**src/rtl/core/utf8_validate_and_escape_macros.svh**
```systemverilog
// Assertion macros shared by the UTF-8 validator and escaper RTL.
// Included by the front end, the only module that carries concurrent checks; depends on nothing.
`ifndef UTF8_VALIDATE_AND_ESCAPE_MACROS_SVH
`define UTF8_VALIDATE_AND_ESCAPE_MACROS_SVH

// Same-cycle implication, disabled while reset is asserted.
`define UTFVE_ASSERT_IMP(name, clk, rst_n, ante, cons) \
    name: assert property (@(posedge clk) disable iff (!rst_n) (ante) |-> (cons)) \
        else $error("utfve: same-cycle check failed");

// Next-cycle implication, disabled while reset is asserted.
`define UTFVE_ASSERT_NXT(name, clk, rst_n, ante, cons) \
    name: assert property (@(posedge clk) disable iff (!rst_n) (ante) |=> (cons)) \
        else $error("utfve: next-cycle check failed");

`endif

```
**src/rtl/core/utfve_pkg.sv**
```systemverilog
// Shared types and constants of the UTF-8 validator and escaper.
// Depends on nothing; the top level, front end, token queue and back end import it.
package utfve_pkg;

    localparam int TQ_DEPTH = 2;
    localparam int TQ_AW    = (TQ_DEPTH > 1) ? $clog2(TQ_DEPTH) : 1;

    // One decoded output token: either raw bytes or an escape sequence.
    typedef struct packed {
        logic        esc;
        logic        is_u;
        logic [3:0]  total;
        logic [2:0]  ndig;
        logic [31:0] data;
        logic        last;
    } t_tok;

endpackage

```
**src/rtl/core/utfve_in_if.sv**
```systemverilog
// Input channel of the UTF-8 validator and escaper: one text byte per transaction.
// Depends on nothing.
interface utfve_in_if;
    logic       valid;
    logic       ready;
    logic [7:0] in_byte;
    logic       end_of_text;

    modport source (output valid, output in_byte, output end_of_text, input ready);
    modport sink (input valid, input in_byte, input end_of_text, output ready);
endinterface

```
**src/rtl/core/utfve_out_if.sv**
```systemverilog
// Output channel of the UTF-8 validator and escaper: one escaped byte per transaction.
// Depends on nothing.
interface utfve_out_if;
    logic       valid;
    logic       ready;
    logic [7:0] out_byte;
    logic       last_of_run;

    modport source (output valid, output out_byte, output last_of_run, input ready);
    modport sink (input valid, input out_byte, input last_of_run, output ready);
endinterface

```
**src/rtl/core/utf8_validate_and_escape.sv**
```systemverilog
// UTF-8 validator and escaper, top level.
// Channels: i_in takes one text byte per transaction with an end-of-text flag;
// o_out gives one byte of the sanitized text per transaction, with last_of_run
// set on the final byte caused by an input byte. An input that only extends an
// incomplete multi-byte sequence produces no output transaction.
// The front end takes one transaction, then resolves one sequence or escaped byte
// at a time and ends with a closing step before it is ready again; a full
// token queue holds it in that state.
// Output runs at one byte per cycle from the back end while the receiver is ready;
// an escape gives 4 to 8 bytes there, so a long run of escapes is limited by the output port.
// A result's first byte passes the input buffer, hold register, queue and output register.
// A two-entry token queue separates the halves; when the receiver stalls the
// output register holds its byte, the queue fills, and the front end stalls with i_in.ready low.
// Reset (synchronous, active low) empties the queue, the output register and
// any held partial sequence; the block is ready in the first cycle after it.
// Depends on utfve_pkg, the channel interfaces and the three submodules.
module utf8_validate_and_escape (
    input  logic         i_clk,
    input  logic         i_rst_n,
    utfve_in_if.sink     i_in,
    utfve_out_if.source  o_out
);
    import utfve_pkg::*;

    logic push_valid;
    t_tok push_tok;
    logic full;
    logic head_valid;
    t_tok head_tok;
    logic pop;

    utfve_front u_front (
        .i_clk        (i_clk),
        .i_rst_n      (i_rst_n),
        .i_in         (i_in),
        .o_push_valid (push_valid),
        .o_push_tok   (push_tok),
        .i_full       (full)
    );

    utfve_tok_fifo u_fifo (
        .i_clk        (i_clk),
        .i_rst_n      (i_rst_n),
        .i_push_valid (push_valid),
        .i_push_tok   (push_tok),
        .o_full       (full),
        .o_head_valid (head_valid),
        .o_head_tok   (head_tok),
        .i_pop        (pop)
    );

    utfve_back u_back (
        .i_clk        (i_clk),
        .i_rst_n      (i_rst_n),
        .i_head_valid (head_valid),
        .i_head_tok   (head_tok),
        .o_pop        (pop),
        .o_out        (o_out)
    );

endmodule

```
**src/rtl/core/utfve_front.sv**
```systemverilog
// Front end: accepts input bytes, holds incomplete sequences and decodes them into tokens.
// Depends on utfve_pkg, utfve_in_if and the assertion macro header.
`include "utf8_validate_and_escape_macros.svh"

module utfve_front (
    input  logic             i_clk,
    input  logic             i_rst_n,
    utfve_in_if.sink         i_in,
    output logic             o_push_valid,
    output utfve_pkg::t_tok  o_push_tok,
    input  logic             i_full
);
    import utfve_pkg::*;

    typedef enum logic [1:0] {
        ST_IDLE   = 2'b01,
        ST_DECODE = 2'b10
    } t_fstate;

    typedef struct packed {
        logic        need_more;
        logic        bad;
        logic [2:0]  len;
        logic [20:0] cp;
    } t_dec;

    function automatic logic is_invisible(input logic [20:0] c);
        return (c == 21'h0000AD) || (c == 21'h00034F) || (c == 21'h00061C) ||
               (c == 21'h00115F) || (c == 21'h001160) || (c == 21'h0017B4) ||
               (c == 21'h0017B5) || (c == 21'h00180E) ||
               (c >= 21'h00200B && c <= 21'h00200F) ||
               (c >= 21'h002028 && c <= 21'h00202E) ||
               (c >= 21'h002060 && c <= 21'h00206F) || (c == 21'h003164) ||
               (c >= 21'h00FE00 && c <= 21'h00FE0F) || (c == 21'h00FEFF) ||
               (c == 21'h00FFA0) || (c >= 21'h00FFF0 && c <= 21'h00FFFB) ||
               (c >= 21'h0E0000 && c <= 21'h0E0FFF);
    endfunction

    function automatic t_dec decode(input logic [3:0][7:0] w, input logic [2:0] avail,
                                    input logic at_end);
        t_dec       d;
        logic [2:0] want;
        logic       stop;
        d    = '0;
        want = 3'd1;
        stop = 1'b0;
        if (w[0] < 8'h80) begin
            d.cp = {13'b0, w[0]};
        end else if (w[0] >= 8'hC2 && w[0] <= 8'hDF) begin
            want = 3'd2;
            d.cp = {16'b0, w[0][4:0]};
        end else if (w[0] >= 8'hE0 && w[0] <= 8'hEF) begin
            want = 3'd3;
            d.cp = {17'b0, w[0][3:0]};
        end else if (w[0] >= 8'hF0 && w[0] <= 8'hF4) begin
            want = 3'd4;
            d.cp = {18'b0, w[0][2:0]};
        end else begin
            d.bad = 1'b1;
            stop  = 1'b1;
        end
        for (int i = 1; i < 4; i++) begin
            if (!stop && 3'(i) < want) begin
                if (3'(i) >= avail) begin
                    d.need_more = !at_end;
                    d.bad       = at_end;
                    stop        = 1'b1;
                end else if (w[i][7:6] != 2'b10) begin
                    d.bad = 1'b1;
                    stop  = 1'b1;
                end else begin
                    d.cp = {d.cp[14:0], w[i][5:0]};
                end
            end
        end
        if (!stop && ((want == 3'd3 && d.cp < 21'h000800) ||
                      (want == 3'd4 && d.cp < 21'h010000) || (d.cp > 21'h10FFFF) ||
                      (d.cp >= 21'h00D800 && d.cp <= 21'h00DFFF))) begin
            d.bad = 1'b1;
        end
        d.len = d.bad ? 3'd1 : want;
        return d;
    endfunction

    t_fstate         r_state, n_state;
    logic [3:0][7:0] r_buf, n_buf;
    logic [2:0]      r_n, n_n;
    logic [2:0]      r_pos, n_pos;
    logic            r_at_end, n_at_end;
    t_tok            r_hold, n_hold;
    logic            r_hold_valid, n_hold_valid;

    logic [3:0][7:0] win;
    logic [2:0]      avail;
    t_dec            dec;
    t_tok            new_tok;
    logic            item_done;
    logic            is_ctl;
    logic            esc_u;
    logic            esc_x;
    logic [2:0]      ndig;

    always_comb begin
        for (int i = 0; i < 4; i++) begin
            if ((r_pos + 3'(i)) < 3'd4) begin
                win[i] = r_buf[2'(r_pos + 3'(i))];
            end else begin
                win[i] = 8'h00;
            end
        end
    end

    assign avail     = r_n - r_pos;
    assign dec       = decode(win, avail, r_at_end);
    assign item_done = (r_pos == r_n) || dec.need_more;

    always_comb begin
        is_ctl = (dec.cp < 21'h000020) || (dec.cp == 21'h00007F);
        esc_x  = dec.bad || is_ctl;
        esc_u  = !dec.bad && (((dec.cp >= 21'h000080) && (dec.cp <= 21'h00009F)) ||
                              is_invisible(dec.cp));
        if (!esc_u) begin
            ndig = 3'd2;
        end else if (dec.cp > 21'h0FFFFF) begin
            ndig = 3'd6;
        end else if (dec.cp > 21'h00FFFF) begin
            ndig = 3'd5;
        end else begin
            ndig = 3'd4;
        end
        new_tok.esc   = esc_x || esc_u;
        new_tok.is_u  = esc_u;
        new_tok.ndig  = ndig;
        new_tok.total = (esc_x || esc_u) ? ({1'b0, ndig} + 4'd2) : {1'b0, dec.len};
        new_tok.last  = 1'b0;
        if (esc_u) begin
            new_tok.data = {11'b0, dec.cp};
        end else if (esc_x) begin
            new_tok.data = {24'b0, (dec.bad ? win[0] : dec.cp[7:0])};
        end else begin
            new_tok.data = win;
        end
    end

    always_comb begin
        n_state      = r_state;
        n_buf        = r_buf;
        n_n          = r_n;
        n_pos        = r_pos;
        n_at_end     = r_at_end;
        n_hold       = r_hold;
        n_hold_valid = r_hold_valid;
        o_push_valid = 1'b0;
        o_push_tok   = r_hold;
        case (r_state)
            ST_IDLE: begin
                if (i_in.valid) begin
                    n_buf[r_n[1:0]] = i_in.in_byte;
                    n_n             = r_n + 3'd1;
                    n_pos           = 3'd0;
                    n_at_end        = i_in.end_of_text;
                    n_state         = ST_DECODE;
                end
            end
            ST_DECODE: begin
                if (!r_hold_valid || !i_full) begin
                    o_push_valid = r_hold_valid;
                    if (item_done) begin
                        o_push_tok.last = 1'b1;
                        n_buf[0]        = win[0];
                        n_buf[1]        = win[1];
                        n_buf[2]        = win[2];
                        n_n             = avail;
                        n_pos           = 3'd0;
                        n_hold_valid    = 1'b0;
                        n_state         = ST_IDLE;
                    end else begin
                        o_push_tok.last = 1'b0;
                        n_hold          = new_tok;
                        n_hold_valid    = 1'b1;
                        n_pos           = r_pos + dec.len;
                    end
                end
            end
            default: begin
                n_state = ST_IDLE;
            end
        endcase
    end

    assign i_in.ready = (r_state == ST_IDLE);

    always_ff @(posedge i_clk) begin
        if (!i_rst_n) begin
            r_state      <= ST_IDLE;
            r_n          <= 3'd0;
            r_pos        <= 3'd0;
            r_hold_valid <= 1'b0;
        end else begin
            r_state      <= n_state;
            r_n          <= n_n;
            r_pos        <= n_pos;
            r_hold_valid <= n_hold_valid;
        end
    end

    always_ff @(posedge i_clk) begin
        r_buf    <= n_buf;
        r_at_end <= n_at_end;
        r_hold   <= n_hold;
    end

    `UTFVE_ASSERT_IMP(a_hold_only_decoding, i_clk, i_rst_n, r_hold_valid, r_state == ST_DECODE)
    `UTFVE_ASSERT_IMP(a_pos_within_item, i_clk, i_rst_n, r_state == ST_DECODE, r_pos <= r_n)
    `UTFVE_ASSERT_NXT(a_accept_starts_decode, i_clk, i_rst_n, i_in.valid && i_in.ready, (r_state == ST_DECODE) && (r_n != 3'd0) && !r_hold_valid)

endmodule

```
**src/rtl/core/utfve_tok_fifo.sv**
```systemverilog
// Small token queue between the decoding front end and the byte-emitting back end.
// Depends on utfve_pkg.
module utfve_tok_fifo (
    input  logic             i_clk,
    input  logic             i_rst_n,
    input  logic             i_push_valid,
    input  utfve_pkg::t_tok  i_push_tok,
    output logic             o_full,
    output logic             o_head_valid,
    output utfve_pkg::t_tok  o_head_tok,
    input  logic             i_pop
);
    import utfve_pkg::*;

    t_tok               r_mem [TQ_DEPTH];
    logic [TQ_AW-1:0]   r_wr, n_wr;
    logic [TQ_AW-1:0]   r_rd, n_rd;
    logic [TQ_AW:0]     r_cnt, n_cnt;

    assign o_full       = (r_cnt == (TQ_AW + 1)'(TQ_DEPTH));
    assign o_head_valid = (r_cnt != '0);
    assign o_head_tok   = r_mem[r_rd];

    always_comb begin
        n_wr  = r_wr;
        n_rd  = r_rd;
        n_cnt = r_cnt;
        if (i_push_valid) begin
            n_wr = (r_wr == TQ_AW'(TQ_DEPTH - 1)) ? '0 : r_wr + 1'b1;
        end
        if (i_pop) begin
            n_rd = (r_rd == TQ_AW'(TQ_DEPTH - 1)) ? '0 : r_rd + 1'b1;
        end
        if (i_push_valid && !i_pop) begin
            n_cnt = r_cnt + 1'b1;
        end else if (!i_push_valid && i_pop) begin
            n_cnt = r_cnt - 1'b1;
        end
    end

    always_ff @(posedge i_clk) begin
        if (!i_rst_n) begin
            r_wr  <= '0;
            r_rd  <= '0;
            r_cnt <= '0;
        end else begin
            r_wr  <= n_wr;
            r_rd  <= n_rd;
            r_cnt <= n_cnt;
        end
    end

    always_ff @(posedge i_clk) begin
        if (i_push_valid) begin
            r_mem[r_wr] <= i_push_tok;
        end
    end

endmodule

```
**src/rtl/core/utfve_back.sv**
```systemverilog
// Back end: expands queued tokens into output bytes through a registered output stage.
// Depends on utfve_pkg and utfve_out_if.
module utfve_back (
    input  logic             i_clk,
    input  logic             i_rst_n,
    input  logic             i_head_valid,
    input  utfve_pkg::t_tok  i_head_tok,
    output logic             o_pop,
    utfve_out_if.source      o_out
);
    import utfve_pkg::*;

    localparam logic [7:0] CH_BSLASH = 8'h5C;
    localparam logic [7:0] CH_LOW_X  = 8'h78;
    localparam logic [7:0] CH_LOW_U  = 8'h75;

    logic [2:0] r_idx, n_idx;
    logic       r_out_valid, n_out_valid;
    logic [7:0] r_out_byte;
    logic       r_out_last;

    logic       load;
    logic       last_byte;
    logic [2:0] nib_k;
    logic [3:0] nib;
    logic [7:0] hex_ch;
    logic [7:0] cur_byte;

    assign load      = i_head_valid && (!r_out_valid || o_out.ready);
    assign last_byte = ({1'b0, r_idx} == (i_head_tok.total - 4'd1));
    assign nib_k     = i_head_tok.ndig + 3'd1 - r_idx;
    assign nib       = i_head_tok.data[{nib_k, 2'b00} +: 4];
    assign hex_ch    = (nib < 4'd10) ? (8'h30 + {4'b0, nib}) : (8'h57 + {4'b0, nib});

    always_comb begin
        if (!i_head_tok.esc) begin
            cur_byte = i_head_tok.data[{r_idx[1:0], 3'b000} +: 8];
        end else if (r_idx == 3'd0) begin
            cur_byte = CH_BSLASH;
        end else if (r_idx == 3'd1) begin
            cur_byte = i_head_tok.is_u ? CH_LOW_U : CH_LOW_X;
        end else begin
            cur_byte = hex_ch;
        end
    end

    always_comb begin
        n_idx       = r_idx;
        n_out_valid = r_out_valid;
        if (load) begin
            n_idx       = last_byte ? 3'd0 : r_idx + 3'd1;
            n_out_valid = 1'b1;
        end else if (o_out.ready) begin
            n_out_valid = 1'b0;
        end
    end

    assign o_pop = load && last_byte;

    always_ff @(posedge i_clk) begin
        if (!i_rst_n) begin
            r_idx       <= 3'd0;
            r_out_valid <= 1'b0;
        end else begin
            r_idx       <= n_idx;
            r_out_valid <= n_out_valid;
        end
    end

    always_ff @(posedge i_clk) begin
        if (load) begin
            r_out_byte <= cur_byte;
            r_out_last <= i_head_tok.last && last_byte;
        end
    end

    assign o_out.valid       = r_out_valid;
    assign o_out.out_byte    = r_out_byte;
    assign o_out.last_of_run = r_out_last;

endmodule

```
**src/flat_wrapper.sv**
```systemverilog
// flat-port wrapper written by rule: the top's interface ports become plain ports
module utf8_validate_and_escape_flat import utfve_pkg::*;
  (i_clk, i_rst_n, i_in_valid, i_in_in_byte, i_in_end_of_text, i_in_ready, o_out_valid, o_out_out_byte, o_out_last_of_run, o_out_ready);
  utfve_in_if i_in_i ();
  utfve_out_if o_out_i ();
  input  logic i_clk;
  input  logic i_rst_n;
  input wire logic [$bits(i_in_i.valid)-1:0] i_in_valid;
  input wire logic [$bits(i_in_i.in_byte)-1:0] i_in_in_byte;
  input wire logic [$bits(i_in_i.end_of_text)-1:0] i_in_end_of_text;
  output wire logic [$bits(i_in_i.ready)-1:0] i_in_ready;
  output wire logic [$bits(o_out_i.valid)-1:0] o_out_valid;
  output wire logic [$bits(o_out_i.out_byte)-1:0] o_out_out_byte;
  output wire logic [$bits(o_out_i.last_of_run)-1:0] o_out_last_of_run;
  input wire logic [$bits(o_out_i.ready)-1:0] o_out_ready;
  assign i_in_i.valid = i_in_valid;
  assign i_in_i.in_byte = i_in_in_byte;
  assign i_in_i.end_of_text = i_in_end_of_text;
  assign i_in_ready = i_in_i.ready;
  assign o_out_valid = o_out_i.valid;
  assign o_out_out_byte = o_out_i.out_byte;
  assign o_out_last_of_run = o_out_i.last_of_run;
  assign o_out_i.ready = o_out_ready;
  utf8_validate_and_escape u_core (.i_clk(i_clk), .i_rst_n(i_rst_n), .i_in(i_in_i), .o_out(o_out_i));
endmodule
```
**config.mk**
```make
export PLATFORM = sky130hd
export DESIGN_NAME = utf8_validate_and_escape_flat
export DESIGN_NICKNAME = d
export VERILOG_FILES = /design/src/rtl/core/utfve_pkg.sv /design/src/rtl/core/utfve_in_if.sv /design/src/rtl/core/utfve_out_if.sv /design/src/rtl/core/utf8_validate_and_escape.sv /design/src/rtl/core/utfve_front.sv /design/src/rtl/core/utfve_tok_fifo.sv /design/src/rtl/core/utfve_back.sv /design/src/flat_wrapper.sv
export VERILOG_INCLUDE_DIRS = /design/src /design/src/rtl/core
export SDC_FILE = /design/constraint.sdc
export NUM_CORES = 1
export LEC_CHECK = 0
export BUFFER_PORTS_ARGS = -buffer_cell sky130_fd_sc_hd__buf_2
export CAP_MARGIN = 20
export CORE_ASPECT_RATIO = 0.9
export CORE_UTILIZATION = 50
export CTS_CLUSTER_DIAMETER = 30
export DETAILED_ROUTE_END_ITERATION = 6
export PLACE_DENSITY = 0.67
export REMOVE_ABC_BUFFERS = 1
export SYNTH_ARGS = -nofsm -noshare
export SYNTH_HDL_FRONTEND = slang
export SYNTH_SLANG_ARGS = --single-unit
```
**constraint.sdc**
```tcl
create_clock -name i_clk -period 5.7 [get_ports i_clk]
set_input_delay 0.285 -clock i_clk [delete_from_list [all_inputs] [get_ports i_clk]]
set_output_delay 0.285 -clock i_clk [all_outputs]
set_load 0.05 [all_outputs]
```
==> flow_summary.ini <==
[layout]
nNetsFinal = 1077
stdcell_count = 1354
drive_above_1_share_pct = 22.2
regArea_sq_um = 5290
post-route-util_pct = 56.8
design_area_sq_um = 12800
fillCellCount = 1913
multiInputGateArea_sq_um = 5910
syn_to_final_growth_pct = 10.8
diodes = 0

[worst_hold_path]
hp-start = i_in_end_of_text
hold_path_end = u_core.u_front.r_at_end$_DFFE_PP_
min_path_cells = 1
hp-class = in -> reg

[yosys]
ys_warn_count = 0
synth.mux.area_fraction_pct = 14.6
synth.avg_cell_area_sq_um = 11.6
synth_xor_area_share_pct = 1.57
ys.flop_type = edfxtp_1
seq_area_frac_synth_pct = 45.7
synth_enable_flop_cells = 164
synth_top_family_by_area = simple AND/OR/NAND/NOR gates
synthAdderAreaFrac_pct = 2.29
ys_ff_latch = 182
yosysMostFrequentCell = edfxtp_1
syn_area_sq_um = 11600
synth_top_cell_by_area = edfxtp_1
synth_cell_types = 104
synth-simple-area-share_pct = 17.2
synth_compound_area_share_pct = 15.0
syn_inst = 1001
synth_common_cells = edfxtp_1 (164), nand2_1 (83), nor2_1 (69)
ys_async_sr_fraction_pct = 0
synth_top_area_share_pct = 42.6
synth.area.top_cells = edfxtp_1 (43%), mux4_2 (10%), dfxtp_1 (3.1%)

[power]
p_leak_uw = 0.00430
swShare_pct = 28.9
clkPwrFrac_pct = 37.0
p_int_uw = 2200
ir_worst_vdd_v = 0.000175
power_density_nw_per_um2 = 242
p_sw_uw = 898
seq_power_share_pct = 48.2
combinationalPowerShare_pct = 14.8

[timing]
rsz0062_at_grt = no
final-setup-viol-count = 0
worst_slew_pin_slew_ns = 0.985
timing.hold.ws_ns = 0.0304
min_period_ns = 5.43
clock_skew_ns = 0.0192
post-route-period-util_pct = 95.3
setup_ws_ns = 0.269
fmax_ghz = 0.184
hold_viol = 0
relSlewSlack_pct = 34.4
drv_slew = 0

[clocking]
cts_resized = 0
cts_num_sinks = 182
clock_path_buffers = 2
postCtsHoldBufs = 0
cts_tree = yes
path_clk_slew_ns = 0.07
clk-insertion-delay-late_ns = 0.44
post-cts-setup-buffers = 0
root_buffer = clkbuf_16
cts_buffers = 17
htreeDepth = 4

[detailed_routing]
wl_mm = 34.3
drc = 0
wl_per_cell_microns = 25.3
drtIter0Drc = 1116
vias_per_cell = 6.72
detail-route-antenna-nets = 0
num_vias = 9097
drt_first_pass_iters = 5

[grt]
grt_pass1_wl_mm = 52.6
use_met2_pct = 46.6
gr-usage-met1_pct = 40.4
grt-ovfl-total = 0
grt_use_met3_pct = 5.00
grtUsageTotal_pct = 29.7
antenna_found_initial = 0
grt_start_max_net_pins = 56
grt_pass1_vias = 8695
gr-max-usage-layer = met2

[critical_path]
critical_path.max_stage_delay_ns = 0.57
startpoint_type = flip-flop
reg2reg_slack_ns = 0.27
cpMostUsedCell = inv_1
reg2reg_from = u_core.u_front.r_n[0]$_SDFFE_PN0P_
timing.rr.end = u_core.u_front.r_pos[2]$_SDFFE_PN0P_
end_kind = flip-flop
path_max_fanout = 11
crit_chain = inv_1, ha_1, inv_1, fa_1, inv_1, a211oi_1, o221a_2, and4_1, buf_4, nand3_1, o22ai_1, nand2_1, o211a_1, o31ai_4, nor2_1, fa_1, or3_1, a31oi_1, nor2b_1, o21a_1
critPathKind = reg -> reg
cp.required_ns = 6.02
worst_ep_arrival_time_ns = 5.75
reg2reg_depth = 20
crit_slowest_cell = fa_1

[floorplan]
die_w_microns = 162
fp-row-count = 52
initial_utilization_pct = 51.2
num_io_pins = 24
core_area_sq_um = 22600
dieHeight_microns = 146
dieArea_sq_um = 23700

[placed_design]
placed_cells = 1321
hpwl_mm = 25.8
place_area_sq_um = 12200
place_ws_ns = 0.352
place.gp.congestion = 0.988
numPortBuffers = 23

[run_status]
outcome = finished, final reports clean

[flow_run]
maxCapViolCount = 0
[power groups by stage]
| stage | Combinational (uW) | Clock (uW) | Sequential (uW) |
|---|---|---|---|
| finish | 459 | 1150 | 1490 |
| global route | 487 | 1210 | 1500 |
| CTS | 445 | 1170 | 1490 |
| detailed placement | 444 | 0 | 1520 |
| global placement | 445 | 0 | 1520 |
| floorplan | 286 | 0 | 1520 |
[registers in the layout, summed over array words and instances, names as in the netlist, named ones only]
signal	cells
u_core.u_front.r_state	2
u_core.u_front.r_pos	3
u_core.u_fifo.r_wr	1
u_core.u_front.r_hold_valid	1
u_core.u_front.o_push_tok	40
u_core.u_front.r_at_end	1
u_core.u_front.r_buf	32
u_core.u_fifo.r_cnt	2
u_core.u_back.o_out.valid	1
u_core.u_back.r_idx	3
u_core.u_fifo.r_rd	1
u_core.u_back.o_out.out_byte	8
u_core.u_fifo.r_mem	82
u_core.u_front.r_n	3
u_core.u_back.o_out.last_of_run	1
[area by class of cell]
class,count,share of cell area [%]
clock buffer,18,3.35
tap,297,2.90
inverter,19,0.557
sequential,182,41.3
clock inverter,14,1.05
timing repair buffer,85,4.73
multi-input combinational,739,46.1
[per-layer routing]
metal,wire [microns],share of wire (%)
met5,0,0
met2,15900,46
met1,14200,41
met3,2660,7.8
met4,1560,4.6
[kinds of logic (layout without fill, tap and decap cells)]
logic type / count (synthesis) / count (layout)
xor gates and xnor gates: 19 / 19
adders and majority gates: 20 / 20
buffers and inverters: 80 / 136
other: 1 / 1
AOI/OAI and AO/OA: 232 / 232
DFF: 182 / 182
and+or+nand+nor: 370 / 370
muxes: 97 / 97
[layout by cell type, fill, tap and decap left out, drive strengths merged, types with 10 or more instances in the layout]
cell    count
o22a       15
or3        10
a21oi      30
nor2       79
edfxtp    164
nand3      56
mux4       55
and2       14
o22ai      13
o21ai      52
nor4       27
xnor2      13
buf        85
clkbuf     18
mux2i      39
inv        28
ha         18
nand4      12
nand2      84
dfxtp      18
a31oi      23
nor3       22
nor2b      16
[critical path: cells and delay by family (launching register included)]
kind                     cells  cell delay, ns
buffers and inverters        4            0.47
AND/OR/NAND/NOR              6            1.29
adder cells (fa/ha/maj)      3            1.13
AO/OA/AOI/OAI                7            2.06
flip-flops                   1            0.36
[worst max path at each step]
stage                                               from                                           to  slack [ns]  depth (start not counted)
detailed placement    u_core.u_front.r_n[0]$_SDFFE_PN0P_  u_core.u_front.o_push_tok[32]$_SDFFCE_PP0P_        0.35                         18
floorplan           u_core.u_front.r_pos[0]$_SDFFE_PN0P_         u_core.u_front.r_pos[2]$_SDFFE_PN0P_       -1.01                         16
CTS                   u_core.u_front.r_n[0]$_SDFFE_PN0P_  u_core.u_front.o_push_tok[32]$_SDFFCE_PP0P_        0.31                         18
finish                u_core.u_front.r_n[0]$_SDFFE_PN0P_         u_core.u_front.r_pos[2]$_SDFFE_PN0P_        0.27                         20
global placement      u_core.u_front.r_n[0]$_SDFFE_PN0P_         u_core.u_front.r_pos[2]$_SDFFE_PN0P_        0.39                         20
global route          u_core.u_front.r_n[0]$_SDFFE_PN0P_      u_core.u_front.o_push_tok[34]$_DFFE_PP_        0.01                         20
[per-stage QoR]
step	setup TNS, ns	total power [uW]
after floorplan	-26.49	1800
after global placement	0	1970
after detailed placement	0	1970
after CTS	0	3100
after global routing	0	3190
final	0	3100
No activity file was read; power rests on OpenSTA's default activity.
